==> src/rtl/mlpsd_pkg.sv <==
// Shared types and constants of the masked length-prefixed string decoder.
`timescale 1ns / 1ps
`default_nettype none

package mlpsd_pkg;

  localparam logic [15:0] WideMaskInit   = 16'hAAAA;
  localparam logic [15:0] NarrowMaskInit = 16'h00AA;
  localparam logic [7:0]  HdrEmpty       = 8'd0;
  localparam logic [7:0]  HdrWideExt     = 8'd127;
  localparam logic [7:0]  HdrNarrowExt   = 8'd128;

  localparam int unsigned CodeW   = 16;
  localparam int unsigned RemainW = 31;
  localparam int unsigned LenW    = 32;

  typedef struct packed {
    logic [CodeW-1:0] char_code;
    logic             last;
    logic             empty_res;
    logic             wide;
  } res_t;

endpackage

`default_nettype wire

==> src/rtl/masked_length_prefixed_string_decoder_core.sv <==
// Top level of the masked length-prefixed string decoder.
`timescale 1ns / 1ps
`default_nettype none

// Usage
// - Input channel (in_valid_i / in_ready_o / in_byte_i) takes one raw byte of
//   the stream per item. Header, length and character bytes share it.
// - Output channel (out_valid_o / out_ready_i) carries one decoded character
//   per item: char_code_o, last_o on the final character of a string,
//   empty_res_o for an empty string (with last_o set and char_code_o zero),
//   and wide_o for a 16-bit character string.
// - Throughput: one input byte per cycle while the skid register is empty,
//   set by the single decode step between the byte port and the result
//   register. Header bytes, length bytes and the low byte of a wide character
//   leave no output item, except a header or last length byte that gives an
//   empty string. The result of a completing byte is registered in the
//   result register, or in the skid register while the output stalls.
// - Stall: when the receiver holds out_ready_i low, the result register holds
//   its item and one further result goes into a skid register; in_ready_o
//   drops only while the skid register is full.
// - Reset: rst_ni clears the decode state to the header phase, sets the mask
//   to its wide start value and empties both result registers.
module masked_length_prefixed_string_decoder_core (
  input  wire logic        clk_i,
  input  wire logic        rst_ni,
  input  wire logic        in_valid_i,
  output logic             in_ready_o,
  input  wire logic [7:0]  in_byte_i,
  output logic             out_valid_o,
  input  wire logic        out_ready_i,
  output logic [15:0]      char_code_o,
  output logic             last_o,
  output logic             empty_res_o,
  output logic             wide_o
);

  localparam logic [1:0] PhHeader = 2'd0;
  localparam logic [1:0] PhLength = 2'd1;
  localparam logic [1:0] PhChars  = 2'd2;

  // Decode state
  logic [1:0]                       phase_q, phase_d;
  logic [mlpsd_pkg::RemainW-1:0]    remaining_q, remaining_d;
  logic [mlpsd_pkg::LenW-1:0]       len_shift_q, len_shift_d;
  logic [1:0]                       len_cnt_q, len_cnt_d;
  logic                             wide_mode_q, wide_mode_d;
  logic [15:0]                      mask_q, mask_d;
  logic [7:0]                       low_half_q, low_half_d;
  logic                             low_held_q, low_held_d;

  // Result registers: output stage and skid stage
  mlpsd_pkg::res_t out_q, skid_q, res;
  logic            out_valid_q, skid_valid_q;
  logic            res_valid;

  logic in_fire, out_fire;
  logic [mlpsd_pkg::LenW-1:0]    len_full;
  logic [mlpsd_pkg::RemainW-1:0] remain_dec;
  logic [15:0]                   code;

  assign in_ready_o  = !skid_valid_q;
  assign in_fire     = in_valid_i && in_ready_o;
  assign out_fire    = out_valid_q && out_ready_i;
  assign remain_dec  = remaining_q - mlpsd_pkg::RemainW'(1);

  // Merge the current length byte into its lane
  always_comb begin
    len_full = len_shift_q;
    case (len_cnt_q)
      2'd0: len_full[7:0]   = len_shift_q[7:0]   | in_byte_i;
      2'd1: len_full[15:8]  = len_shift_q[15:8]  | in_byte_i;
      2'd2: len_full[23:16] = len_shift_q[23:16] | in_byte_i;
      default: len_full[31:24] = len_shift_q[31:24] | in_byte_i;
    endcase
  end

  // One decode step per accepted byte
  always_comb begin
    phase_d     = phase_q;
    remaining_d = remaining_q;
    len_shift_d = len_shift_q;
    len_cnt_d   = len_cnt_q;
    wide_mode_d = wide_mode_q;
    mask_d      = mask_q;
    low_half_d  = low_half_q;
    low_held_d  = low_held_q;
    res_valid   = 1'b0;
    res         = '0;
    code        = '0;

    case (phase_q)
      PhLength: begin
        len_shift_d = len_full;
        if (len_cnt_q != 2'd3) begin
          len_cnt_d = len_cnt_q + 2'd1;
        end else begin
          len_cnt_d = 2'd0;
          if (len_full == '0 || len_full[mlpsd_pkg::LenW-1]) begin
            // Zero or negative length: empty string
            phase_d       = PhHeader;
            res_valid     = 1'b1;
            res.last      = 1'b1;
            res.empty_res = 1'b1;
            res.wide      = wide_mode_q;
          end else begin
            phase_d     = PhChars;
            remaining_d = len_full[mlpsd_pkg::RemainW-1:0];
            mask_d      = wide_mode_q ? mlpsd_pkg::WideMaskInit : mlpsd_pkg::NarrowMaskInit;
            low_half_d  = '0;
            low_held_d  = 1'b0;
          end
        end
      end

      PhChars: begin
        if (wide_mode_q && !low_held_q) begin
          // Hold the low byte of a wide character
          low_half_d = in_byte_i;
          low_held_d = 1'b1;
        end else begin
          if (wide_mode_q) begin
            code       = {in_byte_i, low_half_q} ^ mask_q;
            mask_d     = mask_q + 16'd1;
            low_held_d = 1'b0;
          end else begin
            code   = {8'h00, in_byte_i ^ mask_q[7:0]};
            mask_d = {8'h00, mask_q[7:0] + 8'd1};
          end
          remaining_d   = remain_dec;
          res_valid     = 1'b1;
          res.char_code = code;
          res.wide      = wide_mode_q;
          if (remain_dec == '0) begin
            phase_d  = PhHeader;
            res.last = 1'b1;
          end
        end
      end

      default: begin
        // Header phase; the unused code behaves the same
        if (in_byte_i == mlpsd_pkg::HdrEmpty) begin
          wide_mode_d   = 1'b0;
          phase_d       = PhHeader;
          res_valid     = 1'b1;
          res.last      = 1'b1;
          res.empty_res = 1'b1;
        end else if (in_byte_i == mlpsd_pkg::HdrWideExt ||
                     in_byte_i == mlpsd_pkg::HdrNarrowExt) begin
          wide_mode_d = (in_byte_i == mlpsd_pkg::HdrWideExt);
          len_shift_d = '0;
          len_cnt_d   = 2'd0;
          phase_d     = PhLength;
        end else begin
          wide_mode_d = !in_byte_i[7];
          phase_d     = PhChars;
          low_half_d  = '0;
          low_held_d  = 1'b0;
          if (!in_byte_i[7]) begin
            remaining_d = mlpsd_pkg::RemainW'(in_byte_i);
            mask_d      = mlpsd_pkg::WideMaskInit;
          end else begin
            // Narrow length is the magnitude of the signed header
            remaining_d = mlpsd_pkg::RemainW'(8'(~in_byte_i + 8'd1));
            mask_d      = mlpsd_pkg::NarrowMaskInit;
          end
        end
      end
    endcase
  end

  // Advance decode state on each accepted item
  always_ff @(posedge clk_i or negedge rst_ni) begin
    if (!rst_ni) begin
      phase_q     <= PhHeader;
      remaining_q <= '0;
      len_shift_q <= '0;
      len_cnt_q   <= '0;
      wide_mode_q <= 1'b0;
      mask_q      <= mlpsd_pkg::WideMaskInit;
      low_half_q  <= '0;
      low_held_q  <= 1'b0;
    end else if (in_fire) begin
      phase_q     <= phase_d;
      remaining_q <= remaining_d;
      len_shift_q <= len_shift_d;
      len_cnt_q   <= len_cnt_d;
      wide_mode_q <= wide_mode_d;
      mask_q      <= mask_d;
      low_half_q  <= low_half_d;
      low_held_q  <= low_held_d;
    end
  end

  // Result and skid valid flags
  always_ff @(posedge clk_i or negedge rst_ni) begin
    if (!rst_ni) begin
      out_valid_q  <= 1'b0;
      skid_valid_q <= 1'b0;
    end else begin
      if (skid_valid_q) begin
        if (out_fire) begin
          skid_valid_q <= 1'b0;
        end
      end else if (in_fire && res_valid) begin
        if (out_valid_q && !out_ready_i) begin
          skid_valid_q <= 1'b1;
        end else begin
          out_valid_q <= 1'b1;
        end
      end else if (out_fire) begin
        out_valid_q <= 1'b0;
      end
    end
  end

  // Result payloads: load output from skid when draining, else from decode
  always_ff @(posedge clk_i) begin
    if (skid_valid_q) begin
      if (out_fire) begin
        out_q <= skid_q;
      end
    end else if (in_fire && res_valid) begin
      if (out_valid_q && !out_ready_i) begin
        skid_q <= res;
      end else begin
        out_q <= res;
      end
    end
  end

  assign out_valid_o = out_valid_q;
  assign char_code_o = out_q.char_code;
  assign last_o      = out_q.last;
  assign empty_res_o = out_q.empty_res;
  assign wide_o      = out_q.wide;

endmodule

`default_nettype wire

==> config.mk <==
export PLATFORM = sky130hd
export DESIGN_NAME = masked_length_prefixed_string_decoder_core
export DESIGN_NICKNAME = d
export VERILOG_FILES = /design/src/rtl/mlpsd_pkg.sv /design/src/rtl/masked_length_prefixed_string_decoder_core.sv
export SDC_FILE = /design/constraint.sdc
export NUM_CORES = 1
export LEC_CHECK = 0
export CAP_MARGIN = 0
export CORE_MARGIN = 4
export CORE_UTILIZATION = 38
export DETAILED_ROUTE_END_ITERATION = 10
export DONT_BUFFER_PORTS = 1
export GPL_TIMING_DRIVEN = 1
export PLACE_DENSITY_LB_ADDON = 0.2
export REMOVE_ABC_BUFFERS = 1
export SYNTH_ARGS = -nofsm -noshare
export SYNTH_HDL_FRONTEND = slang
export SYNTH_SLANG_ARGS = --single-unit
==> constraint.sdc <==
create_clock -name clk_i -period 3.6 [get_ports clk_i]
set_input_delay 0.18 -clock clk_i [delete_from_list [all_inputs] [get_ports clk_i]]
set_output_delay 0.18 -clock clk_i [all_outputs]
set_load 0.01 [all_outputs]
==> impl_metrics.yaml <==
outcome:
  status: "complete, no violations"
cts:
  cts_made_buffers: 17
  htree_levels: 4
  clock_sinks: 133
  path_clk_slew_ps: 60
  cts_tree: "yes"
  root_buffer: "clkbuf_16"
  clock_latency_ps: 430
  clk_path_buf_depth: 2
pwr:
  p_leak_nw: 3.481
  ir_drop_mv: 0.4455
  powerDensity_mw_per_mm2: 779.8
sta:
  slew_headroom_pct: 34.11
  worst_slew_pin_slew_ps: 988.3
  rsz0062_at_grt: "no"
  final.min_clock_period_ps: 3387
  fin_crit_sh_pct: 94.09
  finalMaxSlewViolations: 0
  max_freq_ghz: 0.2952
  final-setup-viol-count: 0
  finalHoldViolations: 0
  final.setup.tns_ps: 0
  finClkSkew_ps: 11.47
global_routing:
  antenna_found_initial: 0
  grt_pass1_wl_um: 34960
  grt_pass1_vias: 6308
  grt_usage_pct: 20.47
  grt_max_degree: 96
  grt_overflow: 0
critical_path:
  cp_max_fo: 19
  cp-start-kind: "flip-flop"
  criticalPathCategory: "flip-flop to flip-flop"
  r2r_slack_ps: 210
  cp.required_ps: 3700
  worst_ep_arrival_time_ps: 3490
  end_kind: "flip-flop"
route:
  routed_wl_um: 21990
  drt_iter0_markers: 585
  vias: 6336
  firstDrtPassIters: 5
  post_drt_wl_per_cell_um: 20.06
  drcViolationCount: 0
  via_per_inst: 5.781
  ant_nets: 0
synthesis:
  ys.flop_type: "dfrtp_1"
  ys_types: 61
  seq_area_frac_synth_pct: 47.15
  synth_xor_area_share_pct: 3.511
  synthAdderAreaFrac_pct: 2.006
  synth-seq-cells: 133
  syn_area_mm2: 0.007483
  synth_top_family_by_area: "compound AO/OA/AOI/OAI gates"
  synth-compound-area-share_pct: 19.78
  yosys_warnings: 0
  synth.avg_cell_area_um2: 9.126
  yosys.area_share.simple_pct: 18.22
  ys_async_sr_fraction_pct: 71.43
  synth_mux_area_share_pct: 4.514
  synth_edf_count: 38
  synthCells: 820
layout:
  drive_gt1_share_pct: 11.31
  antenna_cells: 0
  postLayoutCellArea_mm2: 0.008511
  nets: 842
  fill_cells: 1881
  final_cell_count_no_fill: 1096
  multi_input_area_mm2: 0.003627
  regArea_mm2: 0.003528
  area_growth_syn_to_layout_pct: 13.73
die:
  dieArea_mm2: 0.02200
  start_util_pct: 38.58
  core_area_mm2: 0.01940
  num_rows: 51
  die_w_um: 148.3
  dieHeight_um: 148.3
  io_pins: 33
placed_design:
  dp_hpwl_um: 14220
  place_congestion: 0.8986
  post_dp_cell_area_mm2: 0.007780
  port-buffer-count: 0
  dp_cells: 1053
job:
  max-cap-violations: 0
hold_path:
  hold_path.class: "input pin to flip-flop"
routing by layer:
layer	share of wire [%]	GRT usage [%]
met4	2.1	7.806
met2	47	32.91
met5	0	0
met1	43	27.07
met3	7.4	4.662
cell type report:
type / instances / area share [%]
flip-flops and latches: 133 / 41.46
repair buffers: 35 / 3.617
inverters: 30 / 1.323
clock buffers: 18 / 5.043
well taps: 265 / 3.896
multi-input cells: 601 / 42.62
clock inverters: 14 / 2.044
worst max-delay path: stages (launching register included):
cell and delay, ps:
dfrtp_1 400, inv_1 100, ha_1 330, a21oi_1 310, nand4_1 150, nor4_1 340, a31oi_1 250, nor2_1 300
a21o_1 190, o211ai_1 180, nor3b_2 200, buf_4 300
final timing paths:
| kind | from | cells after the start | to |
|---|---|---|---|
| setup reg to reg | len_cnt_q[1] | 11 | skid_q[8] |
| hold reg to reg | len_shift_q[31] | 2 | len_shift_q[31] |
| max in group asynchronous | rst_ni | 2 | mask_q[13] |
| setup / recovery | len_cnt_q[1] | 11 | skid_q[8] |
| min in group asynchronous | rst_ni | 2 | remaining_q[18] |
| hold / removal | in_byte_i[0] | 2 | skid_q[11] |
state kept, by name, indices dropped and copies added (netlist names), 2 cells and up:
name / count
skid_q: 19
phase_q: 2
len_shift_q: 32
mask_q: 16
low_half_q: 8
remaining_q: 31
char_code_o: 16
len_cnt_q: 2
through the flow:
step	util (%)	power (mW)	setup slack (ps)	hold WS, ps
after floorplan	-	3.995	-328.0	-115.6
after global placement	40.11	4.757	427.5	-111.7
after detailed placement	40.11	4.803	285.3	-111.9
after CTS	43.87	6.656	258.4	1.246
after global routing	43.87	7.067	70.24	22.04
final	43.87	6.637	212.6	17.68
placed cells by master, fill, tap and decap left out, types with 7 or more instances in the layout:
cell type      instances
nand2_1               74
clkbuf_16             17
nor2_1                91
buf_4                 24
ha_1                  12
xnor2_1               26
inv_1                 30
o22ai_1               11
nand2b_1               8
dfrtp_1               87
nand4_1                7
edfxtp_1              38
nor4_1                14
dfstp_2                8
dlygate4sd3_1         10
nand3_1               17
a21oi_1               76
o21ai_0               77
a31oi_1               18
mux2_2                10
and3_1                11
nor3_1                14
o31ai_1               20
and2_1                13
mux2i_1               21
a22o_1                13
synthesized netlist by cell type (4+ instances only):
cell       n  area [µm²]
and2_1    13       81.33
nand2_1   74       277.8
edfxtp_1  38        1141
xor2_1     4       35.03
nor2_1    91       341.6
or2_2      4       25.02
inv_1     30       112.6
o31ai_1   20       150.1
nor3_1    14       70.07
clkbuf_1  50       187.7
nand4_1    7       43.79
xnor2_1   26       227.7
o22a_1     4       35.03
o22ai_1   11       68.82
a31oi_1   18       112.6
nor4_1    14       87.58
a22o_1    13       113.9
nand2b_1   8       50.05
or3_1      6       37.54
nand3_1   17       85.08
mux2_2    10       112.6
o21ai_0   77       385.4
mux2i_1   21       210.2
a21oi_1   76       380.4
ha_1      12       150.1
dfrtp_1   87        2177
dfstp_2    8       210.2
and3_1    11       68.82
kinds of logic after synthesis:
kind of cell    count (synthesis)
flops                         133
fa+ha+maj                      12
simple gates                  281
buf+inv                        86
compound gates                246
xor+xnor                       30
mux                            32
repair_timing:
item / CTS / global route
hold endpoints to repair: 134 / 0
hold buffers: 11 / 0
setup endpoints to repair: 0 / 0
setup buffers: 0 / 0
resized for setup: 0 / 0
where the power goes:
group	switching (mW)	internal, mW
logic	1.53	0.959
registers	0.359	2.01
clock network	0.693	1.09
(Power assumes the default switching activity.)
